## config.mk

```make
export PLATFORM = sky130hd
export DESIGN_NAME = tcp_connection_fsm_top
export DESIGN_NICKNAME = d
export VERILOG_FILES = /design/src/rtl/tcpfsm_pkg.sv /design/src/rtl/tcpfsm_cfg.sv /design/src/rtl/tcpfsm_core.sv /design/src/rtl/tcpfsm_outq.sv /design/src/rtl/tcp_connection_fsm_top.sv
export VERILOG_INCLUDE_DIRS = /design/src /design/src/rtl
export SDC_FILE = /design/constraint.sdc
export NUM_CORES = 1
export LEC_CHECK = 0
export CAP_MARGIN = 0
export CORE_MARGIN = 3
export CORE_UTILIZATION = 25
export DETAILED_ROUTE_END_ITERATION = 12
export DONT_BUFFER_PORTS = 1
export SKIP_CTS_REPAIR_TIMING = 1
export SYNTH_ARGS = -nofsm -noshare
export SYNTH_HDL_FRONTEND = slang
export SYNTH_SLANG_ARGS = --single-unit
```

## constraint.sdc

```tcl
create_clock -name clk -period 5.3 [get_ports clk]
set_input_delay 0.53 -clock clk [delete_from_list [all_inputs] [get_ports clk]]
set_output_delay 0.53 -clock clk [all_outputs]
set_load 0.005 [all_outputs]
```

## src/rtl/tcp_connection_fsm_top_assert.svh

```systemverilog
// Assertion macros shared by the connection machine's RTL files.
// Each macro samples on the rising edge of clk and is disabled while arst_n is low.
`ifndef TCP_CONNECTION_FSM_TOP_ASSERT_SVH
`define TCP_CONNECTION_FSM_TOP_ASSERT_SVH

// The consequent must hold in the same cycle as the antecedent.
`define TCPFSM_AST_IMP(lbl, ante, cons, msg) \
	lbl: assert property (@(posedge clk) disable iff (!arst_n) (ante) |-> (cons)) \
	else $error(msg);

// The consequent must hold in the cycle after the antecedent.
`define TCPFSM_AST_NXT(lbl, ante, cons, msg) \
	lbl: assert property (@(posedge clk) disable iff (!arst_n) (ante) |=> (cons)) \
	else $error(msg);

`endif

```

## src/rtl/tcpfsm_pkg.sv

```systemverilog
package tcpfsm_pkg;

	localparam int LEN_W       = 10;
	localparam int MAX_PAYLOAD = 536;
	localparam int OUTQ_DEPTH  = 4;
	localparam int OUTQ_PTR_W  = $clog2(OUTQ_DEPTH);
	localparam int OUTQ_CNT_W  = $clog2(OUTQ_DEPTH + 1);

	localparam logic [7:0] F_FIN = 8'h01;
	localparam logic [7:0] F_SYN = 8'h02;
	localparam logic [7:0] F_ACK = 8'h10;

	localparam logic        RST_ACTIVE_OPEN = 1'b0;
	localparam logic [31:0] RST_INITIAL_SEQ = 32'd1;
	localparam logic [15:0] RST_ADV_WINDOW  = 16'd3072;

	typedef enum logic [1:0] {
		OP_START = 2'd0,
		OP_DATA  = 2'd1,
		OP_CLOSE = 2'd2,
		OP_SEG   = 2'd3
	} opcode_t;

	typedef enum logic [1:0] {
		CFG_ACTIVE_OPEN = 2'd0,
		CFG_INITIAL_SEQ = 2'd1,
		CFG_ADV_WINDOW  = 2'd2
	} cfg_idx_t;

	typedef enum logic [3:0] {
		PH_LISTEN     = 4'd0,
		PH_SYN_SENT   = 4'd1,
		PH_SYN_RCVD   = 4'd2,
		PH_ESTAB      = 4'd3,
		PH_DATA_WAIT  = 4'd4,
		PH_LAST_ACK   = 4'd5,
		PH_FIN_WAIT_1 = 4'd6,
		PH_FIN_WAIT_2 = 4'd7,
		PH_CLOSING    = 4'd8,
		PH_CLOSED     = 4'd9,
		PH_REFUSED    = 4'd10
	} phase_t;

	typedef struct packed {
		logic        active_open;
		logic [31:0] initial_seq;
		logic [15:0] adv_window;
	} cfg_t;

	typedef struct packed {
		logic [1:0]       opcode;
		logic [7:0]       seg_flags;
		logic [31:0]      seg_seq;
		logic [31:0]      seg_ack;
		logic [LEN_W-1:0] seg_len;
		logic             header_ok;
		logic [LEN_W-1:0] app_len;
	} item_t;

	typedef struct packed {
		logic             send_segment;
		logic [7:0]       out_flags;
		logic [31:0]      out_seq;
		logic [31:0]      out_ack;
		logic [15:0]      out_win;
		logic [LEN_W-1:0] out_payload_len;
		logic [LEN_W-1:0] deliver_len;
		logic             app_unblock;
		logic             fin_received;
		logic             conn_done;
		logic             refused;
		logic             last_result;
	} res_t;

	// Results of one event: one or two entries for the result queue.
	typedef struct packed {
		logic two;
		res_t r0;
		res_t r1;
	} core_res_t;

	// Status of the result queue towards the top level.
	typedef struct packed {
		logic head_valid;
		logic has_room;
	} outq_stat_t;

	function automatic logic [LEN_W-1:0] clamp_len(input logic [LEN_W-1:0] v);
		logic [LEN_W-1:0] lim;
		lim = LEN_W'(MAX_PAYLOAD);
		return (v > lim) ? lim : v;
	endfunction

endpackage

```

## src/rtl/tcpfsm_cfg.sv

```systemverilog
module tcpfsm_cfg (
	input  logic               clk,
	input  logic               arst_n,
	input  logic               cfg_wr_en,
	input  logic [1:0]         cfg_index,
	input  logic [31:0]        cfg_wdata,
	output tcpfsm_pkg::cfg_t   cfg
);
	import tcpfsm_pkg::*;

	cfg_t cfg_q;

	always_ff @(posedge clk or negedge arst_n) begin
		if (!arst_n) begin
			cfg_q.active_open <= RST_ACTIVE_OPEN;
			cfg_q.initial_seq <= RST_INITIAL_SEQ;
			cfg_q.adv_window  <= RST_ADV_WINDOW;
		end else if (cfg_wr_en) begin
			unique case (cfg_index)
				CFG_ACTIVE_OPEN: cfg_q.active_open <= cfg_wdata[0];
				CFG_INITIAL_SEQ: cfg_q.initial_seq <= cfg_wdata;
				CFG_ADV_WINDOW:  cfg_q.adv_window  <= cfg_wdata[15:0];
				default: ;
			endcase
		end
	end

	assign cfg = cfg_q;

endmodule

```

## src/rtl/tcpfsm_core.sv

```systemverilog
`include "tcp_connection_fsm_top_assert.svh"

module tcpfsm_core (
	input  logic                  clk,
	input  logic                  arst_n,
	input  logic                  fire,
	input  tcpfsm_pkg::item_t     item,
	input  tcpfsm_pkg::cfg_t      cfg,
	output tcpfsm_pkg::core_res_t res
);
	import tcpfsm_pkg::*;

	phase_t           phase_q, phase_d;
	logic [31:0]      peer_seq_q, peer_ack_q;
	logic [LEN_W-1:0] peer_len_q;
	logic             store;
	logic             seq_bump;
	logic             bad;
	logic             segok;
	logic [LEN_W-1:0] slen, alen;
	logic [31:0]      sseq_p1, sack_p1, sseq_plen, peer_sum;
	res_t             r0, r1;

	function automatic res_t mk_seg(input logic [7:0] flags, input logic [31:0] seq,
			input logic [31:0] ack, input logic [LEN_W-1:0] plen, input logic [15:0] win);
		res_t r;
		r                 = '0;
		r.send_segment    = 1'b1;
		r.out_flags       = flags;
		r.out_seq         = seq;
		r.out_ack         = ack;
		r.out_win         = win;
		r.out_payload_len = plen;
		return r;
	endfunction

	assign slen      = clamp_len(item.seg_len);
	assign alen      = clamp_len(item.app_len);
	assign segok     = (item.opcode == OP_SEG) && item.header_ok;
	assign sseq_p1   = item.seg_seq + 32'd1;
	assign sack_p1   = item.seg_ack + 32'd1;
	assign sseq_plen = item.seg_seq + 32'(slen);
	assign peer_sum  = peer_seq_q + 32'(peer_len_q);

	always_comb begin
		phase_d  = phase_q;
		store    = 1'b0;
		seq_bump = 1'b0;
		bad      = 1'b0;
		r0       = '0;
		r1       = '0;
		res.two  = 1'b0;
		unique case (phase_q)
			PH_LISTEN: begin
				if (item.opcode == OP_START) begin
					if (cfg.active_open) begin
						r0      = mk_seg(F_SYN, cfg.initial_seq, 32'd0, '0, cfg.adv_window);
						phase_d = PH_SYN_SENT;
					end
				end else if (segok && !cfg.active_open && item.seg_flags == F_SYN) begin
					store   = 1'b1;
					r0      = mk_seg(F_SYN | F_ACK, cfg.initial_seq, sseq_p1, '0,
						cfg.adv_window);
					phase_d = PH_SYN_RCVD;
				end else begin
					bad = 1'b1;
				end
			end
			PH_SYN_SENT: begin
				if (segok && item.seg_flags == (F_SYN | F_ACK)) begin
					store          = 1'b1;
					seq_bump       = 1'b1;
					r0             = mk_seg(F_ACK, item.seg_ack, sseq_p1, '0, cfg.adv_window);
					r0.app_unblock = 1'b1;
					phase_d        = PH_ESTAB;
				end else begin
					bad = 1'b1;
				end
			end
			PH_SYN_RCVD: begin
				if (segok && item.seg_flags == F_ACK) begin
					store          = 1'b1;
					r0.app_unblock = 1'b1;
					phase_d        = PH_ESTAB;
				end else begin
					bad = 1'b1;
				end
			end
			PH_ESTAB: begin
				if (item.opcode == OP_DATA) begin
					r0      = mk_seg(F_ACK, peer_ack_q, peer_sum, alen, cfg.adv_window);
					phase_d = PH_DATA_WAIT;
				end else if (item.opcode == OP_CLOSE) begin
					r0      = mk_seg(F_FIN | F_ACK, peer_ack_q, peer_sum, '0, cfg.adv_window);
					phase_d = PH_FIN_WAIT_1;
				end else if (segok) begin
					store = 1'b1;
					if (item.seg_flags == (F_FIN | F_ACK)) begin
						r0              = mk_seg(F_ACK, item.seg_ack, sseq_p1, '0,
							cfg.adv_window);
						r0.fin_received = 1'b1;
						r1              = mk_seg(F_FIN | F_ACK, item.seg_ack, sseq_p1, '0,
							cfg.adv_window);
						res.two         = 1'b1;
						phase_d         = PH_LAST_ACK;
					end else begin
						r0             = mk_seg(F_ACK, item.seg_ack, sseq_plen, '0,
							cfg.adv_window);
						r0.deliver_len = slen;
					end
				end else begin
					bad = 1'b1;
				end
			end
			PH_DATA_WAIT: begin
				if (segok) begin
					store   = 1'b1;
					phase_d = PH_ESTAB;
				end else begin
					bad = 1'b1;
				end
			end
			PH_LAST_ACK, PH_CLOSING: begin
				if (segok && item.seg_flags == F_ACK) begin
					store        = 1'b1;
					r0.conn_done = 1'b1;
					phase_d      = PH_CLOSED;
				end else begin
					bad = 1'b1;
				end
			end
			PH_FIN_WAIT_1: begin
				if (segok && item.seg_flags == (F_FIN | F_ACK)) begin
					store           = 1'b1;
					r0              = mk_seg(F_ACK, sack_p1, sseq_p1, '0, cfg.adv_window);
					r0.fin_received = 1'b1;
					phase_d         = PH_CLOSING;
				end else if (segok && item.seg_flags == F_ACK) begin
					store   = 1'b1;
					phase_d = PH_FIN_WAIT_2;
				end else begin
					bad = 1'b1;
				end
			end
			PH_FIN_WAIT_2: begin
				if (segok && item.seg_flags == (F_FIN | F_ACK)) begin
					store           = 1'b1;
					r0              = mk_seg(F_ACK, item.seg_ack, sseq_p1, '0, cfg.adv_window);
					r0.fin_received = 1'b1;
					r0.conn_done    = 1'b1;
					phase_d         = PH_CLOSED;
				end else begin
					bad = 1'b1;
				end
			end
			PH_CLOSED: begin
				r0.refused = 1'b1;
			end
			default: begin
				r0.refused = 1'b1;
				phase_d    = PH_REFUSED;
			end
		endcase

		// An unexpected event discards everything above and aborts.
		if (bad) begin
			r0         = '0;
			r1         = '0;
			r0.refused = 1'b1;
			res.two    = 1'b0;
			store      = 1'b0;
			phase_d    = PH_REFUSED;
		end

		r0.last_result = !res.two;
		r1.last_result = 1'b1;
		res.r0         = r0;
		res.r1         = r1;
	end

	always_ff @(posedge clk or negedge arst_n) begin
		if (!arst_n) begin
			phase_q    <= PH_LISTEN;
			peer_seq_q <= '0;
			peer_ack_q <= '0;
			peer_len_q <= '0;
		end else if (fire) begin
			phase_q <= phase_d;
			if (store) begin
				peer_seq_q <= seq_bump ? sseq_p1 : item.seg_seq;
				peer_ack_q <= item.seg_ack;
				peer_len_q <= slen;
			end
		end
	end

	`TCPFSM_AST_NXT(a_refused_sticky, phase_q == PH_REFUSED, phase_q == PH_REFUSED,
		"refused phase left without reset")
	`TCPFSM_AST_NXT(a_closed_sticky, phase_q == PH_CLOSED, phase_q == PH_CLOSED,
		"closed phase left without reset")
	`TCPFSM_AST_IMP(a_two_only_estab, fire && res.two,
		phase_q == PH_ESTAB && item.opcode == OP_SEG, "two results outside established")

endmodule

```

## src/rtl/tcpfsm_outq.sv

```systemverilog
`include "tcp_connection_fsm_top_assert.svh"

module tcpfsm_outq (
	input  logic                   clk,
	input  logic                   arst_n,
	input  logic                   push,
	input  tcpfsm_pkg::core_res_t  res,
	input  logic                   pop,
	output tcpfsm_pkg::res_t       head,
	output tcpfsm_pkg::outq_stat_t stat
);
	import tcpfsm_pkg::*;

	localparam logic [OUTQ_CNT_W-1:0] ROOM_MAX = OUTQ_CNT_W'(OUTQ_DEPTH - 2);

	res_t                  entry_q [OUTQ_DEPTH];
	logic [OUTQ_PTR_W-1:0] wr_ptr_q, rd_ptr_q, wr_ptr_p1;
	logic [OUTQ_CNT_W-1:0] count_q, push_n;
	logic                  do_pop;

	assign do_pop    = pop && (count_q != '0);
	assign push_n    = push ? (res.two ? OUTQ_CNT_W'(2) : OUTQ_CNT_W'(1)) : '0;
	assign wr_ptr_p1 = wr_ptr_q + OUTQ_PTR_W'(1);

	always_ff @(posedge clk or negedge arst_n) begin
		if (!arst_n) begin
			wr_ptr_q <= '0;
			rd_ptr_q <= '0;
			count_q  <= '0;
		end else begin
			if (push) begin
				wr_ptr_q <= wr_ptr_q + OUTQ_PTR_W'(push_n);
			end
			if (do_pop) begin
				rd_ptr_q <= rd_ptr_q + OUTQ_PTR_W'(1);
			end
			count_q <= count_q + push_n - OUTQ_CNT_W'(do_pop);
		end
	end

	always_ff @(posedge clk) begin
		if (push) begin
			entry_q[wr_ptr_q] <= res.r0;
			if (res.two) begin
				entry_q[wr_ptr_p1] <= res.r1;
			end
		end
	end

	assign head            = entry_q[rd_ptr_q];
	assign stat.head_valid = (count_q != '0);
	assign stat.has_room   = (count_q <= ROOM_MAX);

	`TCPFSM_AST_IMP(a_count_bound, 1'b1, count_q <= OUTQ_CNT_W'(OUTQ_DEPTH),
		"result queue overfilled")
	`TCPFSM_AST_IMP(a_push_room, push, count_q <= ROOM_MAX,
		"event taken without room for two results")
	`TCPFSM_AST_NXT(a_push_two, push && res.two && !do_pop,
		count_q == $past(count_q) + OUTQ_CNT_W'(2), "double push lost an entry")

endmodule

```

## src/rtl/tcp_connection_fsm_top.sv

```systemverilog
// Simplified stop-and-wait connection state machine. Each input transaction is one event
// (start, application data, application close or received segment) and produces one or two
// result transactions; the last of them carries last_result. The block takes one event per
// clock cycle while the input is not stalled: an event is captured in an input register,
// decided by the phase logic and written into a four-entry result queue once the queue
// has room. The input side stalls only while an event waits in the input
// register and the result queue has fewer than two free entries, which is what sets the rate
// when the output side stalls; with the output side taking a result every cycle, events of
// one result each flow at one per cycle. Configuration registers (active_open at index 0,
// initial_seq at 1, adv_window at 2) may be written only while no event is in flight.
`include "tcp_connection_fsm_top_assert.svh"

module tcp_connection_fsm_top (
	input  logic                         clk,
	input  logic                         arst_n,

	input  logic                         cfg_wr_en,
	input  logic [1:0]                   cfg_index,
	input  logic [31:0]                  cfg_wdata,

	input  logic                         in_valid,
	output logic                         in_stall,
	input  logic [1:0]                   opcode,
	input  logic [7:0]                   seg_flags,
	input  logic [31:0]                  seg_seq,
	input  logic [31:0]                  seg_ack,
	input  logic [tcpfsm_pkg::LEN_W-1:0] seg_len,
	input  logic                         header_ok,
	input  logic [tcpfsm_pkg::LEN_W-1:0] app_len,

	output logic                         out_valid,
	input  logic                         out_stall,
	output logic                         send_segment,
	output logic [7:0]                   out_flags,
	output logic [31:0]                  out_seq,
	output logic [31:0]                  out_ack,
	output logic [15:0]                  out_win,
	output logic [tcpfsm_pkg::LEN_W-1:0] out_payload_len,
	output logic [tcpfsm_pkg::LEN_W-1:0] deliver_len,
	output logic                         app_unblock,
	output logic                         fin_received,
	output logic                         conn_done,
	output logic                         refused,
	output logic                         last_result
);
	import tcpfsm_pkg::*;

	cfg_t       cfg;
	item_t      item_s1;
	logic       valid_s1;
	logic       accept, fire;
	core_res_t  core_res;
	res_t       head;
	outq_stat_t qstat;

	// The input register is free when empty or when its event is decided this cycle.
	assign fire     = valid_s1 && qstat.has_room;
	assign in_stall = valid_s1 && !qstat.has_room;
	assign accept   = in_valid && !in_stall;

	always_ff @(posedge clk or negedge arst_n) begin
		if (!arst_n) begin
			valid_s1 <= 1'b0;
		end else if (accept) begin
			valid_s1 <= 1'b1;
		end else if (fire) begin
			valid_s1 <= 1'b0;
		end
	end

	always_ff @(posedge clk) begin
		if (accept) begin
			item_s1.opcode    <= opcode;
			item_s1.seg_flags <= seg_flags;
			item_s1.seg_seq   <= seg_seq;
			item_s1.seg_ack   <= seg_ack;
			item_s1.seg_len   <= seg_len;
			item_s1.header_ok <= header_ok;
			item_s1.app_len   <= app_len;
		end
	end

	tcpfsm_cfg u_cfg (
		.clk       (clk),
		.arst_n    (arst_n),
		.cfg_wr_en (cfg_wr_en),
		.cfg_index (cfg_index),
		.cfg_wdata (cfg_wdata),
		.cfg       (cfg)
	);

	tcpfsm_core u_core (
		.clk    (clk),
		.arst_n (arst_n),
		.fire   (fire),
		.item   (item_s1),
		.cfg    (cfg),
		.res    (core_res)
	);

	tcpfsm_outq u_outq (
		.clk    (clk),
		.arst_n (arst_n),
		.push   (fire),
		.res    (core_res),
		.pop    (!out_stall),
		.head   (head),
		.stat   (qstat)
	);

	assign out_valid       = qstat.head_valid;
	assign send_segment    = head.send_segment;
	assign out_flags       = head.out_flags;
	assign out_seq         = head.out_seq;
	assign out_ack         = head.out_ack;
	assign out_win         = head.out_win;
	assign out_payload_len = head.out_payload_len;
	assign deliver_len     = head.deliver_len;
	assign app_unblock     = head.app_unblock;
	assign fin_received    = head.fin_received;
	assign conn_done       = head.conn_done;
	assign refused         = head.refused;
	assign last_result     = head.last_result;

	// An event waiting in the input register is decided no later than the cycle the queue has room.
	`TCPFSM_AST_IMP(a_fire_when_room, valid_s1 && qstat.has_room, !in_stall,
		"input stalled although the result queue has room")
	`TCPFSM_AST_NXT(a_accept_fills, accept, valid_s1, "accepted event not held in stage one")

endmodule

```

---- Yosys cells after proc, flatten, opt, wreduce, memory -nomap -nowiden ----
Memory sizes are Yosys's and may differ from the RTL's.
Cells that the tools add are included.
word-level totals
  register bits ........................... 230
  RAM bits ................................ 456
  bits of input ports ..................... 134
  output and inout bits ................... 116
  logic and storage cells ................. 167
  memories kept ........................... 1
cells by class
  $add $sub $neg .......................... 9
  $lt $le $gt $ge ......................... 3
  eq/ne operators ......................... 29
  mux-type cells .......................... 79
  reduce and logical (&&, ||, !) cells .... 28
memory list
  memory          depth  width  rd ports  clocked after Yosys merged registers in  wr ports  line               RTL
  u_outq.entry_q  4      114    1         0                                        2         tcpfsm_outq.sv:16  res_t entry_q [OUTQ_DEPTH];
operators with widths
  cell                   count
  $mux 114               16
  $pmux 109 s5           1
  $mux 73                1
  $add 32x1->32 const B  2
  $add 32x10->32         2
  $mux 4                 15
  $pmux 4 s9             1
  $mux 1                 33
  $mux 32                1
  $eq 8x5->1 const B     3
  $gt 10x10->1 const B   2
  $mux 10                2
  $pmux 1 s6             3
  $eq 4x3->1 const B     4
  $ne 3x1->1 const B     5
  $pmux 1 s7             2
  $reduce_and 12->1      1
  $logic_and 1x1->1      10
  $ne 5x1->1 const B     2
  $pmux 1 s5             2
  $eq 4x2->1 const B     2
  $eq 4x4->1 const B     2
  $eq 8x2->1 const B     1
  $ne 4x1->1 const B     2
  21 further kinds       33

---- Depth between registers and ports, before layout ----
  word-level depth ........................ 12
  depth in mapped cells ................... 15
  gate-level depth less buffers ........... 15

---- Hierarchy ----
A second synthesis with hierarchy kept.
unflattened totals
  cells, all modules ...................... 2,641
  area total of the unflattened synthesis .. 36,999.2 µm²
modules (own cells, without submodules)
  module                  times used  cells an instance  area an instance (µm²)  sequential area each (µm²)
  tcpfsm_outq             1           1,150              22,487.8                13,868.3
  tcpfsm_core             1           1,284              9,566.7                 1,951.9
  tcp_connection_fsm_top  1           102                2,920.3                 2,877.8
  tcpfsm_cfg              1           105                2,024.4                 1,229.9

---- Worst setup path after synthesis ----
No wires, ideal clock.
  path type ............................... flip-flop to flip-flop
  start point ............................. register item_s1[87] (netlist name)
  end point ............................... memory u_outq.entry_q[0][100] (netlist name), enable pin
  library setup time ...................... 0.436 ns
  data arrival time ....................... 3.606 ns
  data required time ...................... 4.864 ns
  setup slack ............................. 1.258 ns
  stages on the path, launching flop included .. 8
  buffers on the path ..................... 1
  clock period less this slack ............ 4.042 ns
  cells stage by stage .................... edfxtp_1 or4_4 nor3_4 nand2_2 nor2_4 nor2_1 clkbuf_1 inv_1
RTL lines
  what             line                          RTL
  start, declared  tcp_connection_fsm_top.sv:49  item_t item_s1;
  end, declared    tcpfsm_outq.sv:16

==> flow_metrics.py <==
metrics = {
    "routing": {
        "wl_per_cell_um": 24.6,
        "finalWirelength_um": 110000,
        "dr_total_vias": 23100,
        "initialDrtViolationCount": 2444,
        "ant_nets": 0,
        "drc": 0,
        "dr.pass1.iters": 6,
        "vias_per_cell": 5.16,
    },
    "yosys": {
        "synthFlopType": "edfxtp_1",
        "avgSynthCellArea_um2": 12.2,
        "ys_types": 96,
        "syn-cell-area_mm2": 0.0326,
        "synthArstFlopShare_pct": 20.3,
        "synth_seq_cells": 666,
        "synth_edf_count": 427,
        "syn_inst": 2664,
        "synth-seq-area-share_pct": 56.2,
        "yosys_warnings": 0,
    },
    "setup_path": {
        "cpPeakStageDelay_ps": 580,
        "critPathRequiredTime_ps": 5620,
        "slowest_stage": "a222oi_1",
        "arrival_ps": 4480,
        "worstSetupEndpointType": "flop",
        "path_class": "flop to flop",
        "path_max_fanout": 7,
        "path_cells": "o311ai_0, nand2_1, nand2_1, and2_1, ha_1, inv_1, fa_1, nor2b_1, o31a_1, o21ai_0, nand3_1, nand4_1, xnor2_1, a222oi_1, o22ai_1",
        "critPathLaunchType": "flop",
        "cpMostUsedCell": "nand2_1",
    },
    "floorplan": {
        "die_width_um": 367,
        "dieArea_mm2": 0.135,
        "start_util_pct": 25.4,
        "ioPinCount": 250,
        "std_cell_rows": 131,
        "die_y_um": 367,
        "fp.coreArea_mm2": 0.128,
    },
    "timing": {
        "setup_viol": 0,
        "fin_crit_ps": 4160,
        "skew_ps": 29.8,
        "max_freq_ghz": 0.240,
        "relSlewSlack_pct": 18.2,
        "tightestPinTransition_ps": 1230,
        "finalHoldViolations": 0,
        "fin_hold_ws_ps": 30.5,
        "setup_ws_ps": 1140,
        "rsz0062_at_grt": "no",
        "min_period_over_period_pct": 78.5,
        "finalSetupTns_ps": 0,
        "slew_viol_final": 0,
    },
    "pwr": {
        "p_leak_nw": 12.6,
        "ir_drop_v": 0.000333,
        "power_density_mw_per_mm2": 444,
        "power_mw": 16.7,
    },
    "global_route": {
        "grt_overflow": 0,
        "grt_pass1_vias": 21800,
        "grt_use_total_pct": 15.8,
        "grt_max_degree": 136,
        "antenna_found_initial": 36,
        "grt_pass1_wl_um": 158000,
    },
    "placed_design": {
        "dp_slack_ps": 1240,
        "place_area_mm2": 0.0343,
        "io_buffers": 0,
        "dpl.hpwl_um": 73900,
        "routabilityCongestion": 0.926,
    },
    "flow_run": {
        "maxCapViolCount": 0,
    },
    "clocking": {
        "cts_buffer_depth": 3,
        "cts_sinks": 666,
        "clk_pin_slew_ps": 60,
        "cts_tree": "done",
        "htreeDepth": 3,
        "clkLatencyLatePin_ps": 630,
        "numCtsBuffers": 70,
        "root_buffer": "clkbuf_16",
    },
    "final_layout": {
        "layout_commonest_cell": "edfxtp_1",
        "fill_cells": 13000,
        "final_cell_mix": "edfxtp_1, nand2_1, o21ai_0, dfrtp_1, o22ai_1",
        "drive_gt1_share_pct": 15.8,
        "syn_to_final_growth_pct": 15.5,
        "layout.nets": 2836,
        "final_area_mm2": 0.0376,
    },
    "status": {
        "status": "completed",
    },
    "hold_path": {
        "min_path_type": "input port to flop",
    },
}
==> cells in the mapped netlist (7+ instances only) <==
master,number,share of area [%]
edfxtp_1,427,39
nand2_1,253,2.9
o21ai_0,216,3.3
clkbuf_1,137,1.6
dfrtp_1,132,10
o22ai_1,117,2.2
mux4_2,109,7.5
dfxtp_1,104,6.4
nand3_1,104,1.6
a22o_1,99,2.7
nor2_1,97,1.1
mux2_2,83,2.9
and2_1,81,1.6
xnor2_1,79,2.1
a21oi_1,65,1.0
xor2_1,42,1.1
buf_2,41,0.63
nand4_1,35,0.67
ha_1,32,1.2
and3_1,30,0.58
inv_1,26,0.30
buf_1,23,0.27
nor3_1,21,0.32
a31oi_1,18,0.35
o21ai_1,17,0.26
a22oi_1,16,0.37
nand2b_1,13,0.25
nor2b_1,12,0.23
buf_4,11,0.25
o21a_1,11,0.25
a21o_1,10,0.23
buf_6,10,0.35
a221oi_1,9,0.24
mux2_1,9,0.31
nor4_1,9,0.17
o2bb2ai_1,9,0.24
a221o_1,8,0.25
a211oi_1,7,0.16
a222oi_1,7,0.22
and4_1,7,0.19
==> critical path, delay by kind of cell, from the launching register on <==
kind	cells	cell delay, ps
xor gates and xnor gates	1	150
AOI/OAI and AO/OA	5	1460
and+or+nand+nor	6	1180
buffers and inverters	1	60
adders and majority gates	2	610
DFF	1	380
==> metrics by stage <==
| stage | util (%) | std cells |
|---|---|---|
| after global placement | 26.7 | 4227 |
| after global routing | 29.3 | 4465 |
| after floorplan | - | 2668 |
| after CTS | 28.5 | 4356 |
| after detailed placement | 26.7 | 4227 |
| final | 29.3 | 4478 |
==> cell families (layout without fill, tap and decap cells) <==
kind of cell / count (synthesis) / count (layout) / share of synthesized area [%]
buf+inv: 248 / 304 / 3.37
fa+ha+maj: 35 / 35 / 1.41
flops: 666 / 666 / 56.2
simple gates: 715 / 715 / 11.1
xor+xnor: 121 / 121 / 3.26
compound gates: 674 / 674 / 13.8
mux: 204 / 204 / 10.8
other cells: 1 / 30 / 0.0115
==> power by group <==
group,internal [mW],switching (mW)
clock network,2.81,2.16
registers,6.52,0.843
logic,1.52,2.84
total,10.8,5.85
==> layer usage <==
metal / GRT usage, % / part of all wire, % / vias up
met5: 0 / 0.079 / -
met4: 4.65 / 2.7 / 12
met3: 4.79 / 10 / 185
met2: 25.1 / 46 / 1069
met1: 20.6 / 40 / 11600
li1: - / - / 10200
==> flip-flops by register name (all words and copies together), names as in the netlist <==
register	cells
u_outq.rd_ptr_q	2
u_core.peer_seq_q	32
u_core.peer_len_q	10
u_core.phase_q	4
u_core.peer_ack_q	32
u_outq.wr_ptr_q	2
u_cfg.cfg	49
u_outq.count_q	3
u_outq.entry_q	436
valid_s1	1
item_s1	95
==> final cells by class <==
cell class	instances	area [µm²]	share of cell area, %
antenna	25	62.6	0.166
clock buffer	90	1900	5.05
clock inverter	39	389	1.03
inverter	26	108	0.286
multi-input combinational	1754	13200	35.2
sequential	666	18300	48.6
tap	1729	2160	5.75
timing repair buffer	149	1440	3.83
==> final timing paths <==
| kind | start | to | slack, ps | cells past startpoint |
|---|---|---|---|---|
| setup / recovery | item_s1[11] | u_outq.entry_q[2][61] | 1140 | 15 |
| hold / removal | in_valid | valid_s1 | 30 | 1 |
| setup reg to reg | item_s1[11] | u_outq.entry_q[2][61] | 1140 | 15 |
| hold reg to reg | u_outq.entry_q[0][10] | u_outq.entry_q[0][10] | 450 | 2 |
| max in group asynchronous | arst_n | u_cfg.cfg[13] | 3390 | 2 |
| min in group asynchronous | arst_n | u_cfg.cfg[11] | 870 | 1 |
Power figures use the tool's default switching activity.
